===== config.mk =====
export PLATFORM = sky130hd
export DESIGN_NAME = ndc_ctrl
export DESIGN_NICKNAME = d
export VERILOG_FILES = /design/src/hdl/ndc_pkg.sv /design/src/hdl/ndc_ctrl.sv
export SDC_FILE = /design/constraint.sdc
export NUM_CORES = 1
export LEC_CHECK = 0
export ABC_AREA = 1
export BUFFER_PORTS_ARGS = -buffer_cell sky130_fd_sc_hd__buf_2
export CAP_MARGIN = 40
export CORE_AREA = 3 3 40 42
export DETAILED_ROUTE_END_ITERATION = 10
export DIE_AREA = 0 0 43 45
export SLEW_MARGIN = 20
export SYNTH_ARGS = -nofsm -noshare
export SYNTH_HDL_FRONTEND = slang
export SYNTH_SLANG_ARGS = --single-unit

===== constraint.sdc =====
create_clock -name clk -period 2.11 [get_ports clk]
set_input_delay 0.1055 -clock clk [delete_from_list [all_inputs] [get_ports clk]]
set_output_delay 0.1055 -clock clk [all_outputs]
set_load 0.01 [all_outputs]

===== src/hdl/ndc_pkg.sv =====
// ----------------------------------------------------------------------------
// Neighbor cache package
// Shared constants, command and action codes and controller/datapath structs.
// ----------------------------------------------------------------------------
package ndc_pkg;

    localparam int DEF_BUCKETS = 64;
    localparam int DEF_WAYS    = 4;

    localparam logic [1:0] CMD_SEND  = 2'd0;
    localparam logic [1:0] CMD_ADV   = 2'd1;
    localparam logic [1:0] CMD_SWEEP = 2'd2;

    localparam logic [1:0] ACT_FWD   = 2'd0;
    localparam logic [1:0] ACT_SOL   = 2'd1;
    localparam logic [1:0] ACT_DROP  = 2'd2;
    localparam logic [1:0] ACT_FULL  = 2'd3;

    localparam logic [15:0] ETHERTYPE_IPV6 = 16'h86DD;
    localparam logic [7:0]  ICMP_NADV      = 8'd136;

    localparam logic [31:0] POLL_AGE_RST   = 32'd60000;
    localparam logic [31:0] EXPIRE_AGE_RST = 32'd120000;

    localparam logic REG_POLL_AGE   = 1'b0;
    localparam logic REG_EXPIRE_AGE = 1'b1;

    // Payload of one cached entry held in memory. The flags count only while
    // the slot's valid bit is set.
    typedef struct packed {
        logic [63:0] addr_high;
        logic [63:0] addr_low;
        logic [47:0] mac;
        logic [15:0] pend;
        logic [31:0] reply;
        logic        resolved;
        logic        polling;
        logic        pending;
    } entry_t;

    localparam int ENTRY_W = $bits(entry_t);

    typedef struct packed {
        logic        load;      // capture input item
        logic        rd;        // issue memory read of current slot
        logic        eval;      // evaluate read data for the way last read
        logic        decide;    // latch the result pair of the item
        logic        commit;    // write back the chosen slot
        logic        sweep_eval;// evaluate one slot during a sweep
        logic        out_load;  // load the next result into the output
        logic        out_second;// select second result
        logic        clr_cnt;
        logic        inc_cnt;
    } ndc_cmd_t;

    typedef struct packed {
        logic       cnt_last;   // current way/slot is the final one
        logic [1:0] n_res;      // results produced by this item
        logic       no_commit;
    } ndc_sts_t;

endpackage


===== src/hdl/ndc_ctrl.sv =====
// ----------------------------------------------------------------------------
// Neighbor cache controller
// Sequences lookup, write-back, sweep and result delivery.
// ----------------------------------------------------------------------------
module ndc_ctrl
    import ndc_pkg::*;
(
    input  logic     clk,
    input  logic     rst_n,
    input  logic     s_fire,
    input  logic [1:0] s_cmd,
    output logic     s_ready,
    output logic     m_valid,
    input  logic     m_ready,
    output ndc_cmd_t ctl,
    input  ndc_sts_t sts
);

    localparam logic [2:0] ST_IDLE  = 3'd0;
    localparam logic [2:0] ST_READ  = 3'd1;
    localparam logic [2:0] ST_LAST  = 3'd2;
    localparam logic [2:0] ST_DEC   = 3'd3;
    localparam logic [2:0] ST_OUT1  = 3'd4;
    localparam logic [2:0] ST_OUT2  = 3'd5;

    logic [2:0] state_reg, state_next;
    logic       mv_reg, mv_next;
    logic       two_reg, two_next;
    logic       sweep_reg, sweep_next;
    // Marks that the first read has been issued, so read data is valid.
    logic       cnt_started_reg;

    assign s_ready = state_reg == ST_IDLE;
    assign m_valid = mv_reg;

    always_comb
    begin
        state_next = state_reg;
        mv_next    = mv_reg && !m_ready;
        two_next   = two_reg;
        sweep_next = sweep_reg;
        ctl        = '0;
        case (state_reg)
            ST_IDLE:
            begin
                if (s_fire)
                begin
                    ctl.load    = 1'b1;
                    ctl.clr_cnt = 1'b1;
                    sweep_next  = s_cmd == CMD_SWEEP;
                    state_next  = (s_cmd == CMD_SEND || s_cmd == CMD_ADV || s_cmd == CMD_SWEEP)
                                  ? ST_READ : ST_IDLE;
                end
            end
            ST_READ:
            begin
                ctl.rd      = 1'b1;
                ctl.inc_cnt = !sts.cnt_last;
                state_next  = sts.cnt_last ? ST_LAST : ST_READ;
                if (cnt_started_reg)
                begin
                    ctl.eval       = !sweep_reg;
                    ctl.sweep_eval = sweep_reg;
                end
            end
            ST_LAST:
            begin
                ctl.eval       = !sweep_reg;
                ctl.sweep_eval = sweep_reg;
                state_next     = sweep_reg ? ST_IDLE : ST_DEC;
            end
            ST_DEC:
            begin
                ctl.decide = 1'b1;
                ctl.commit = !sts.no_commit;
                two_next   = sts.n_res == 2'd2;
                state_next = (sts.n_res == 2'd0) ? ST_IDLE : ST_OUT1;
            end
            ST_OUT1:
            begin
                if (!mv_reg || m_ready)
                begin
                    ctl.out_load = 1'b1;
                    mv_next      = 1'b1;
                    state_next   = two_reg ? ST_OUT2 : ST_IDLE;
                end
            end
            ST_OUT2:
            begin
                if (!mv_reg || m_ready)
                begin
                    ctl.out_load   = 1'b1;
                    ctl.out_second = 1'b1;
                    mv_next        = 1'b1;
                    state_next     = ST_IDLE;
                end
            end
            default:
            begin
                state_next = ST_IDLE;
            end
        endcase
    end

    always_ff @(posedge clk or negedge rst_n)
    begin
        if (!rst_n)
        begin
            cnt_started_reg <= 1'b0;
        end
        else
        begin
            cnt_started_reg <= state_reg == ST_READ;
        end
    end

    always_ff @(posedge clk or negedge rst_n)
    begin
        if (!rst_n)
        begin
            state_reg <= ST_IDLE;
            mv_reg    <= 1'b0;
            two_reg   <= 1'b0;
            sweep_reg <= 1'b0;
        end
        else
        begin
            state_reg <= state_next;
            mv_reg    <= mv_next;
            two_reg   <= two_next;
            sweep_reg <= sweep_next;
        end
    end

    a_no_accept_busy: assert property (@(posedge clk) disable iff (!rst_n)
        s_fire |-> state_reg == ST_IDLE)
        else $error("item accepted while busy");
    a_out_stall: assert property (@(posedge clk) disable iff (!rst_n)
        (mv_reg && !m_ready) |=> mv_reg)
        else $error("result lost under stall");
    a_one_action: assert property (@(posedge clk) disable iff (!rst_n)
        $onehot0({ctl.commit, ctl.out_load, ctl.load}))
        else $error("conflicting commands");

endmodule


# --- Yosys cells after proc, flatten, opt, wreduce, memory -nomap -nowiden ---
# Index checks and enable logic that the tools add are counted.
op_classes:
  eq_ne: 11
  mux: 24
  n_reduce_logical: 15
ops:
  columns: ["op", "n"]
  rows:
  - ["case mux 3 bit (6 select lines)", 1]
  - ["2-to-1 mux 3 bit", 5]
  - ["2-to-1 mux 1 bit", 11]
  - ["2-to-1 mux 2 bit", 4]
  - ["equality test 3 x 2 -> 1 bit (second input constant)", 2]
  - ["equality test 3 bit (second input constant)", 2]
  - ["!= test 2 bit (second input constant)", 3]
  - ["case mux 1 bit (2 select lines)", 3]
  - ["zero test 1 bit", 5]
  - ["equality test 2 bit (second input constant)", 2]
  - ["zero test 2 bit", 2]
  - ["equality test 3 x 1 -> 1 bit (second input constant)", 1]
  - ["zero test 3 bit", 1]
  - ["logical OR 1 bit", 3]
  - ["AND reduction 3 bit", 1]
  - ["equality test 2 x 1 -> 1 bit (second input constant)", 1]
  - ["AND reduction 2 bit", 1]
  - ["OR reduction 2 bit", 1]
  - ["logical AND 1 bit", 1]
totals:
  register_bits: 7
  in_bits: 10
  output_inout_bits: 12
  wordCells: 55

# --- Depth between registers and ports, before layout ---
# Gate-level depths: netlist (run 1).
logic_depth:
  word_depth: 6
  ltp_mapped: 6
  depth_no_buf: 6

# --- Worst setup path before layout (run 1) ---
# Ideal clock, no wire load.
synth_path:
  path_type: "reg-to-output"
  startpoint: "register state_reg[1]"
  endpoint: "output port ctl[4] (netlist name)"
  t_arrival_ps: 1069
  required_time_ps: 2004
  path_slack_ps: 935
  path_stages_with_launch: 4
  path_buffers: 0
  path_cell_list: "dfrtp_1 -> nor3_2 -> a22oi_1 -> nor2_1"
synth_lines:
  columns: ["item", "line_no", "source"]
  rows:
  - ["from (decl)", "ndc_ctrl.sv:26", "logic [2:0] state_reg, state_next;"]
  - ["from (signal assigned)", "ndc_ctrl.sv:128", "state_reg <= state_next;"]
  - ["to (decl)", "ndc_ctrl.sv:15", "output ndc_cmd_t ctl,"]

==> metrics.json, run 1 <==
{
  "sta": {
    "final_max_slew_viol_count": 0,
    "setup_total_negative_slack_ps": 0,
    "setup_ws_ps": 638,
    "final_min_period_over_clock_period": 0.698,
    "hold_slack_ps": 53.5,
    "period_minus_slack_ps": 1470,
    "clock-skew-final_ps": 5.06,
    "maximum_frequency_from_static_timing_analysis_mhz": 679,
    "grt_setup_unrepaired": "no",
    "maxSlewHeadroom": 0.816,
    "setup_viol_count_final": 0,
    "final_hold_viol_count": 0,
    "worstMarginPinSlew_ps": 276
  },
  "grt": {
    "grt_pass1_wl_um": 1590,
    "antenna_found_initial": 0,
    "overflow": 0,
    "grt.total_usage": 0.118,
    "first_global_vias": 407,
    "grt_start_max_net_pins": 8
  },
  "floorplanning": {
    "boundaryPins": 22,
    "initial_cell_density_of_the_core": 0.330,
    "total_core_area_sq_mm": 0.00128,
    "die_width_um": 43,
    "design.die.area_sq_mm": 0.00194,
    "floorplan.die.height_um": 45,
    "row_count": 13
  },
  "clock_tree": {
    "clock_sink_count": 7,
    "htree_levels": 1,
    "cts_tree": "built",
    "clkTransAtPathRegs_ps": 50,
    "cts_root_buf": "sky130_fd_sc_hd__clkbuf_4",
    "cts.repair.resized": 0,
    "clkLatencyLatePin_ps": 260,
    "total_clock_buffers_created_by_cts": 3,
    "max_buffers_root_to_sink": 2
  },
  "power_and_ir_drop": {
    "sw_frac_of_total": 0.448,
    "powerDensity_mw_per_mm2": 1280,
    "switching_power_uw": 330,
    "total_power_uw": 738,
    "seq_power_share": 0.323,
    "share_of_total_power_in_the_clock_network": 0.172,
    "p_leak_uw": 0.000350,
    "internal_power_uw": 407,
    "vdd_drop_max_uv": 467,
    "share_of_power_burned_in_combinational_logic": 0.505
  },
  "layout": {
    "mostFrequentLayoutCells": "sky130_fd_sc_hd__buf_2 (21), sky130_fd_sc_hd__nand2_1 (9), sky130_fd_sc_hd__inv_1 (9), sky130_fd_sc_hd__nor2_1 (9), sky130_fd_sc_hd__dfrtp_1 (7)",
    "final_common_cell": "sky130_fd_sc_hd__buf_2",
    "antenna_cells": 0,
    "post_route_cells_drive_above_1_share": 0.398,
    "finalCoreUtilization": 0.449,
    "ff_latch_area_sq_um": 175,
    "num-nets-final": 94,
    "nFillCells": 146,
    "syn2layout_area_growth_pct": 36.0,
    "max_reg_flops": 3,
    "multi_input_area_sq_um": 200
  },
  "setup_path": {
    "critPathTopFamily": "flip-flops",
    "timing_worst_setup_path_type": "register to output port",
    "cp.required_ps": 2000,
    "worst-endpoint-arrival_ps": 1370,
    "timing.critical_path.cells": "nor3_2 > a22oi_1 > nor2_1 > buf_2",
    "timing.critical_path.slowest_cell_delay_ps": 470,
    "critical_path_peak_fanout": 7,
    "cp_num_buf_inv": 1,
    "timing.critical_path.slowest_stage_cell": "sky130_fd_sc_hd__dfrtp_1",
    "cp-start-kind": "register",
    "crit_path_end_kind": "output port"
  },
  "detailed_routing": {
    "routed_wire_per_std_cell_um": 9.82,
    "drt.antenna.violating_nets": 0,
    "1st_pass_router_iterations": 4,
    "drt_first_iter_violations": 7,
    "postRouteWirelength_um": 962,
    "drc_errors": 0,
    "vias_per_cell": 4.51,
    "num_vias": 442
  },
  "logic_synthesis": {
    "synth_cell_types": 18,
    "synth.cell_area_sq_um": 424,
    "yosysSeqAreaShare": 0.413,
    "synth.yosys.warnings": 0,
    "synth_seq_cells": 7,
    "syn_area_per_cell_sq_um": 7.31,
    "synth.net_count": 68,
    "post_synth_main_area_contributors": "sky130_fd_sc_hd__dfrtp_1 (41%), sky130_fd_sc_hd__inv_1 (8.0%), sky130_fd_sc_hd__nand2_1 (8.0%)",
    "synth_top_area_share": 0.413,
    "post_synthesis_cell_type_with_the_largest_combined_area": "sky130_fd_sc_hd__dfrtp_1",
    "post_synth_inst_count": 58
  },
  "place": {
    "port_buffers": 21,
    "dp.final_hpwl_um": 760,
    "globalplace.congestion": 0.777,
    "dpl_worst_slack_ps": 912
  },
  "job": {
    "maxCapViolations": 0
  },
  "worst_hold_path": {
    "min_path_type": "input port to register"
  },
  "outcome": {
    "result_of_the_run": "finished, final reports clean"
  }
}
-- routing by layer --
| layer | routed length (um) | track usage | up-vias |
|---|---|---|---|
| met3 | 65 | 0.0398 | 5 |
| met5 | 0 | 0 | - |
| met1 | 391 | 0.110 | 193 |
| met4 | 46 | 0.127 | 0 |
| met2 | 459 | 0.195 | 15 |
| li1 | - | - | 229 |
-- cell usage after synthesis (all sizes together) --
cell and n:
nand3 5, nand2 11, buf 1, nor2 12, a22oi 1, nand3b 2
o21ai 4, o21bai 1, nor3 2, dfrtp 7, o21a 1, inv 11
-- power groups by stage --
stage	Combinational [uW]	Sequential (uW)	Clock (uW)
floorplan	261	235	0
global placement	376	239	0
detailed placement	376	240	0
CTS	379	238	133
global route	424	247	142
finish	372	238	127
-- stage by stage --
| stage | instance area, sq um | std cells |
|---|---|---|
| detailed placement | 541 | 93 |
| floorplan | 424 | 58 |
| finish | 577 | 98 |
| global placement | 541 | 93 |
| CTS | 577 | 98 |
| global route | 577 | 98 |
-- worst reg2reg max path, cell delays in order (launching register included) --
cell and delay [ps]:
sky130_fd_sc_hd__dfrtp_1 470, sky130_fd_sc_hd__nor2_2 200, sky130_fd_sc_hd__nand2_2 90, sky130_fd_sc_hd__nand2_2 100
sky130_fd_sc_hd__o21bai_1 110, sky130_fd_sc_hd__nand2_1 60
-- final cells by class --
type / count / share of cell area
Clock buffer: 4 / 0.0456
Inverter: 11 / 0.0716
Sequential cell: 7 / 0.304
Timing Repair Buffer: 22 / 0.200
Tap cell: 15 / 0.0325
Multi-Input combinational cell: 39 / 0.347
-- kinds of logic (layout without fill, tap and decap cells) --
kind of cell / count (synthesis) / count (layout) / synth area share
AND/OR/NAND/NOR: 32 / 32 / 0.363
AO/OA/AOI/OAI: 7 / 7 / 0.109
flip-flops: 7 / 7 / 0.413
buffers and inverters: 12 / 37 / 0.115
-- final timing paths --
path                                               start                   endpoint  slack, ps  cells past startpoint
worst max-delay path            state_reg[1]$_DFFE_PN0P_                     ctl[4]        640                      4
min in group asynchronous                          rst_n  cnt_started_reg$_DFF_PN0_        210                      2
worst min-delay path                             m_ready          m_valid$_DFF_PN0_         50                      2
worst max register to register  state_reg[1]$_DFFE_PN0P_   state_reg[0]$_DFFE_PN0P_        990                      5
max in group asynchronous                          rst_n   state_reg[2]$_DFFE_PN0P_       1740                      2
worst min register to register  state_reg[2]$_DFFE_PN0P_  cnt_started_reg$_DFF_PN0_        500                      1
-- repair_timing --
item / CTS / global route
hold buffers: 1 / 0
endpoints found under the hold margin: 7 / 0
setup buffers: 0 / 0
Note: power is estimated with default switching activity, not from simulation.
==> run 2, diff against run 1 <==
- ABC_AREA: 1 -> 0
- clock period: 2.11 -> 1.29 ns (I/O delays scaled with it)
==> run 2 against run 1 <==
Sequential share of layout area shrank 7.0 points. The run now ends with setup timing left. Largest power group unchanged. Routed wire length increased by 29%. Count of clock-buffer cells in the layout unchanged. Worst hold slack gained 7.9 ps.
==> metrics.json, run 2 <==
{
  "outcome": {
    "result_of_the_run": "finished with violations",
    "violations_in_the_final_reports": "setup timing"
  },
  "setup_path": {
    "cp.required_ps": 1230,
    "timing_worst_setup_path_type": "register to output port",
    "cp-start-kind": "register",
    "reg2reg_setup_slack_ps": -50,
    "number_of_cells_traversed_by_the_worst_register_to_register_path": 5,
    "timing.rr.start": "state_reg[1]$_DFFE_PN0P_",
    "endpoint_of_the_worst_slack_reg_to_reg_timing_path": "state_reg[2]$_DFFE_PN0P_",
    "crit_path_end_kind": "output port",
    "worst-endpoint-arrival_ps": 1310,
    "critical_path_peak_fanout": 6
  },
  "grt": {
    "grt_start_max_net_pins": 9,
    "grt_pass1_wl_um": 1930,
    "grt.total_usage": 0.142,
    "overflow": 0,
    "first_global_vias": 456,
    "antenna_found_initial": 0
  },
  "sta": {
    "maxSlewHeadroom": 0.824,
    "final_min_period_over_clock_period": 1.07,
    "clock-skew-final_ps": 2.03,
    "maximum_frequency_from_static_timing_analysis_mhz": 726,
    "final_hold_viol_count": 0,
    "setup_ws_ps": -87.5,
    "worstMarginPinSlew_ps": 263,
    "period_minus_slack_ps": 1380,
    "setup_viol_count_final": 10,
    "final_max_slew_viol_count": 0,
    "grt_setup_unrepaired": "yes"
  },
  "layout": {
    "post_route_cells_drive_above_1_share": 0.580,
    "multi_input_area_sq_um": 299,
    "ff_latch_area_sq_um": 179,
    "max_reg_flops": 3,
    "final_cells": 103,
    "num-nets-final": 99,
    "mostFrequentLayoutCells": "sky130_fd_sc_hd__buf_2 (19), sky130_fd_sc_hd__buf_4 (10), sky130_fd_sc_hd__nor2_1 (6)",
    "syn2layout_area_growth_pct": 66.5,
    "final_common_cell": "sky130_fd_sc_hd__buf_2",
    "antenna_cells": 0,
    "nFillCells": 122
  },
  "logic_synthesis": {
    "synth.yosys.warnings": 0,
    "synth_cell_types": 23,
    "synth-async-reset-ratio": 1.00,
    "synth_seq_cells": 7,
    "synth_top_area_share": 0.381,
    "synth.net_count": 64,
    "post_synthesis_cell_type_with_the_largest_combined_area": "sky130_fd_sc_hd__dfrtp_1",
    "post_synth_inst_count": 54,
    "syn_area_per_cell_sq_um": 8.50,
    "synth-edff-count": 0,
    "post_synth_main_area_contributors": "sky130_fd_sc_hd__dfrtp_1 (38%), sky130_fd_sc_hd__and2_1 (5.4%), sky130_fd_sc_hd__nand2b_1 (5.4%)",
    "postSynth.topFlopCell": "sky130_fd_sc_hd__dfrtp_1",
    "yosysSeqAreaShare": 0.381,
    "synth.most_common_cell": "sky130_fd_sc_hd__dfrtp_1",
    "synth.cell_area_sq_um": 459,
    "synth_common_cells": "sky130_fd_sc_hd__dfrtp_1 (7), sky130_fd_sc_hd__nor2_1 (6), sky130_fd_sc_hd__nand2_1 (5)"
  },
  "clock_tree": {
    "max_buffers_root_to_sink": 2,
    "cts_root_buf": "sky130_fd_sc_hd__clkbuf_4",
    "cts_tree": "built",
    "total_clock_buffers_created_by_cts": 3,
    "htree_levels": 1,
    "clkLatencyLatePin_ps": 260,
    "clock_sink_count": 7,
    "clkTransAtPathRegs_ps": 60
  },
  "place": {
    "numPlacedInstances": 90,
    "globalplace.congestion": 0.743,
    "dp.final_hpwl_um": 798,
    "port_buffers": 21
  },
  "detailed_routing": {
    "drt.antenna.violating_nets": 0,
    "num_vias": 498,
    "drc_errors": 0,
    "routed_wire_per_std_cell_um": 12.1,
    "postRouteWirelength_um": 1250,
    "1st_pass_router_iterations": 3,
    "vias_per_cell": 4.83,
    "drt_first_iter_violations": 3
  },
  "worst_hold_path": {
    "worst_hold_startpoint": "s_cmd[1]",
    "whs_path_depth": 3,
    "min_path_type": "input port to register",
    "timing.hold.worst_endpoint": "sweep_reg$_DFFE_PN0P_"
  },
  "floorplanning": {
    "die_width_um": 43,
    "boundaryPins": 22,
    "total_core_area_sq_mm": 0.00128,
    "design.die.area_sq_mm": 0.00194,
    "initial_cell_density_of_the_core": 0.357,
    "floorplan.die.height_um": 45,
    "row_count": 13
  },
  "job": {
    "maxCapViolations": 0
  },
  "power_and_ir_drop": {
    "p_leak_uw": 0.000396,
    "vdd_drop_max_uv": 899,
    "total_power_uw": 1620,
    "powerDensity_mw_per_mm2": 2120
  }
}
==> run 2: changes by cell type in the layout (fill, tap and decap cells not counted), sizes merged, moves of 4 or more <==
| cell | before | now |
|---|---|---|
| buf | 21 | 33 |
| inv | 11 | 2 |
| nand2 | 11 | 5 |
| nor2 | 12 | 6 |
| a21oi | 0 | 5 |
| nand3 | 5 | 0 |
| and2 | 0 | 4 |
| nand2b | 0 | 4 |
==> run 2: kinds of logic (layout without fill, tap and decap cells) <==
group / Yosys count / in the layout / share of synthesized area
and+or+nand+nor: 29 / 29 / 0.365
AOI/OAI and AO/OA: 12 / 12 / 0.161
DFF: 7 / 7 / 0.381
buffers and inverters: 6 / 40 / 0.0926
==> run 2: how the worst max path moves through the flow <==
stage | end | from | slack [ps]
after floorplan | state_reg[0]$_DFFE_PN0P_ | state_reg[1]$_DFFE_PN0P_ | 80
after global placement | state_reg[2]$_DFFE_PN0P_ | state_reg[0]$_DFFE_PN0P_ | 30
after detailed placement | state_reg[0]$_DFFE_PN0P_ | state_reg[1]$_DFFE_PN0P_ | 1
after CTS | ctl[0] | state_reg[0]$_DFFE_PN0P_ | -80
after global routing | ctl[0] | state_reg[0]$_DFFE_PN0P_ | -170
final | ctl[7] | state_reg[1]$_DFFE_PN0P_ | -90
==> run 2: repair_timing <==
action                     CTS  global route
pin swaps                    7             4
gates resized for setup     14             3
setup endpoints to repair   11            13
hold endpoints to repair     7             0
hold buffers                 1             0
setup buffers                5             4
==> run 2: area by class of cell <==
cell class | instances | share of cell area
well taps | 15 | 0.0245
flip-flops and latches | 7 | 0.234
multi-input cells | 41 | 0.391
repair buffers | 34 | 0.306
clock buffers | 4 | 0.0344
inverters | 2 | 0.00982
==> run 2: per-stage QoR <==
| step | hold WS [ps] | worst slack [ps] | TNS (ps) | util | cell area [sq um] |
|---|---|---|---|---|---|
| 2_1_floorplan | -231 | 77.9 | 0 | - | 464 |
| 3_3_place_gp | -88.6 | 30.7 | 0 | 0.454 | 583 |
| 3_5_place_dp | -90.9 | 1.17 | 0 | 0.454 | 583 |
| 4_1_cts | 54.2 | -75.0 | -457 | 0.563 | 723 |
| 5_1_grt | 68.1 | -174 | -1320 | 0.595 | 764 |
| 6_report | 61.4 | -87.5 | -553 | 0.595 | 764 |
==> run 2: routing by layer <==
| layer | up-vias | GRT usage | wire length [um] |
|---|---|---|---|
| met3 | 2 | 0.0876 | 97 |
| met1 | 234 | 0.156 | 495 |
| met2 | 15 | 0.234 | 642 |
| met5 | - | 0 | 0 |
| li1 | 247 | - | - |
| met4 | 0 | 0.0361 | 10 |
==> run 2: report_power, final <==
part / switching [uW] / leakage [uW] / internal, uW
registers: 114 / 0.0000876 / 306
clock network: 94.1 / 0.0000150 / 119
logic: 410 / 0.000293 / 581
total: 619 / 0.000396 / 1010
==> run 2: critical path, stage by stage (launching register included) <==
cell and delay (ps):
sky130_fd_sc_hd__dfrtp_2 470, sky130_fd_sc_hd__nor2b_4 140, sky130_fd_sc_hd__nand2_1 70, sky130_fd_sc_hd__a21oi_2 120, sky130_fd_sc_hd__and2_1 130, sky130_fd_sc_hd__buf_2 120
==> run 3, diff against run 2 <==
- GPL_TIMING_DRIVEN: unset -> 0
- clock period: 1.29 -> 1.25 ns (I/O delays scaled with it)
==> run 3 against run 2 <==
Cell area is 8.3% higher. Non-clock buffer count up 7. Worst hold slack gained 9.4 ps. Critical endpoint is now ctl[4]. Die area unchanged. Critical path type unchanged. Largest cell class unchanged. The flow still finishes with violations (setup timing). Final cell count rose by 6.8%. Sequential power down 13%. Largest power group unchanged.
==> metrics.json, run 3 (synthesis gave the netlist of run 2 again) <==
{
  "sta": {
    "worstMarginPinSlew_ps": 233,
    "hold_slack_ps": 70.8,
    "grt_setup_unrepaired": "yes",
    "maximum_frequency_from_static_timing_analysis_mhz": 730,
    "period_minus_slack_ps": 1370,
    "final_hold_viol_count": 0,
    "final_min_period_over_clock_period": 1.10,
    "clock-skew-final_ps": 1.67,
    "final_max_slew_viol_count": 0,
    "setup_viol_count_final": 10,
    "setup_ws_ps": -119,
    "setup_total_negative_slack_ps": -851,
    "maxSlewHeadroom": 0.844
  },
  "layout": {
    "multi_input_area_sq_um": 300,
    "ff_latch_area_sq_um": 176,
    "num-nets-final": 106,
    "syn2layout_area_growth_pct": 80.4,
    "final_area_sq_um": 828,
    "max_reg_flops": 3,
    "antenna_cells": 0,
    "nFillCells": 117,
    "mostFrequentLayoutCells": "sky130_fd_sc_hd__buf_2 (18), sky130_fd_sc_hd__buf_4 (13), sky130_fd_sc_hd__buf_6 (9)",
    "post_route_cells_drive_above_1_share": 0.611,
    "final_common_cell": "sky130_fd_sc_hd__buf_2"
  },
  "clock_tree": {
    "total_clock_buffers_created_by_cts": 3,
    "cts_root_buf": "sky130_fd_sc_hd__clkbuf_4",
    "max_buffers_root_to_sink": 2,
    "clkLatencyLatePin_ps": 250,
    "clkTransAtPathRegs_ps": 50,
    "cts_tree": "built",
    "clock_sink_count": 7,
    "htree_levels": 1
  },
  "outcome": {
    "violations_in_the_final_reports": "setup timing",
    "result_of_the_run": "finished with violations"
  },
  "floorplanning": {
    "design.die.area_sq_mm": 0.00194,
    "initial_cell_density_of_the_core": 0.357,
    "die_width_um": 43,
    "floorplan.die.height_um": 45,
    "row_count": 13,
    "boundaryPins": 22,
    "total_core_area_sq_mm": 0.00128
  },
  "grt": {
    "first_global_vias": 467,
    "grt_start_max_net_pins": 8,
    "overflow": 0,
    "grt_pass1_wl_um": 1950,
    "antenna_found_initial": 0,
    "grt.total_usage": 0.143
  },
  "detailed_routing": {
    "drt_first_iter_violations": 7,
    "vias_per_cell": 4.71,
    "num_vias": 518,
    "routed_wire_per_std_cell_um": 11.7,
    "postRouteWirelength_um": 1290,
    "1st_pass_router_iterations": 4,
    "drc_errors": 0,
    "drt.antenna.violating_nets": 0
  },
  "setup_path": {
    "cp-start-kind": "register",
    "cp.required_ps": 1190,
    "timing.critical_path.slowest_stage_cell": "sky130_fd_sc_hd__dfrtp_1",
    "critical_path_peak_fanout": 5,
    "timing.critical_path.cells": "buf_6 > nor2b_4 > nand2_2 > a21oi_2 > and2_1 > buf_2",
    "timing.critical_path.slowest_cell_delay_ps": 380,
    "timing_worst_setup_path_type": "register to output port",
    "worst-endpoint-arrival_ps": 1310,
    "crit_path_end_kind": "output port",
    "cp.depth": 6,
    "timing.rr.start": "state_reg[1]$_DFFE_PN0P_",
    "number_of_cells_traversed_by_the_worst_register_to_register_path": 6,
    "cp_num_buf_inv": 2,
    "crit_startpoint": "state_reg[1]$_DFFE_PN0P_",
    "critPathTopFamily": "flip-flops"
  },
  "worst_hold_path": {
    "min_path_type": "input port to register",
    "worst_hold_startpoint": "sts[3]",
    "whs_path_depth": 3
  },
  "power_and_ir_drop": {
    "vdd_drop_max_uv": 1070,
    "powerDensity_mw_per_mm2": 2130,
    "total_power_uw": 1760,
    "p_leak_uw": 0.000429
  },
  "job": {
    "maxCapViolations": 0
  },
  "place": {
    "globalplace.congestion": 0.794,
    "place_area_sq_um": 588,
    "dp.final_hpwl_um": 767,
    "port_buffers": 21
  }
}
-- run 3: path summary, 6_finish.rpt --
kind	slack, ps	end
min	70	state_reg[1]$_DFFE_PN0P_
max	-120	ctl[4]
min in group asynchronous	180	state_reg[1]$_DFFE_PN0P_
min reg2reg	520	two_reg$_DFFE_PN0N_
max reg2reg	-70	state_reg[0]$_DFFE_PN0P_
max in group asynchronous	900	state_reg[2]$_DFFE_PN0P_
-- run 3: power by group --
part	internal, uW	total, uW	leakage (uW)	switching (uW)
registers	311	366	0.0000902	55.4
logic	679	1200	0.000324	517
clock network	122	201	0.0000150	79.3
total	1110	1760	0.000429	652
-- run 3: metal layers --
| metal | up-vias | track usage | part of all wire |
|---|---|---|---|
| met5 | - | 0 | 0 |
| met4 | 0 | 0.0904 | 0.026 |
| met3 | 4 | 0.0598 | 0.058 |
| met2 | 13 | 0.231 | 0.51 |
| met1 | 235 | 0.156 | 0.40 |
| li1 | 266 | - | - |
-- run 3: worst register-to-register path, delay by kind of cell, from the launching register on --
kind / cells / cell delay (ps)
AOI/OAI and AO/OA: 3 / 290
buffers and inverters: 2 / 220
DFF: 1 / 350
and+or+nand+nor: 1 / 380
-- run 3: final cells by class --
type	count	area share
multi-input cells	41	0.363
inverters	2	0.00906
well taps	15	0.0227
plain buffers	4	0.0544
repair buffers	37	0.307
flip-flops and latches	7	0.213
clock buffers	4	0.0317
-- run 3: timing repair --
item / 4_1_cts / 5_1_grt
hold endpoints to repair: 7 / 0
setup buffers: 10 / 4
hold buffers: 1 / 0
gates cloned: 1 / 0
pin swaps: 10 / 6
resized for setup: 16 / 8
endpoints found under the setup margin: 11 / 13
-- run 3: metrics by stage --
stage | util | setup slack, ps | instances
after floorplan | - | 37.9 | 54
after global placement | 0.458 | -16.8 | 90
after detailed placement | 0.458 | -19.6 | 90
after CTS | 0.601 | -148 | 106
after global routing | 0.645 | -215 | 110
final | 0.645 | -119 | 110
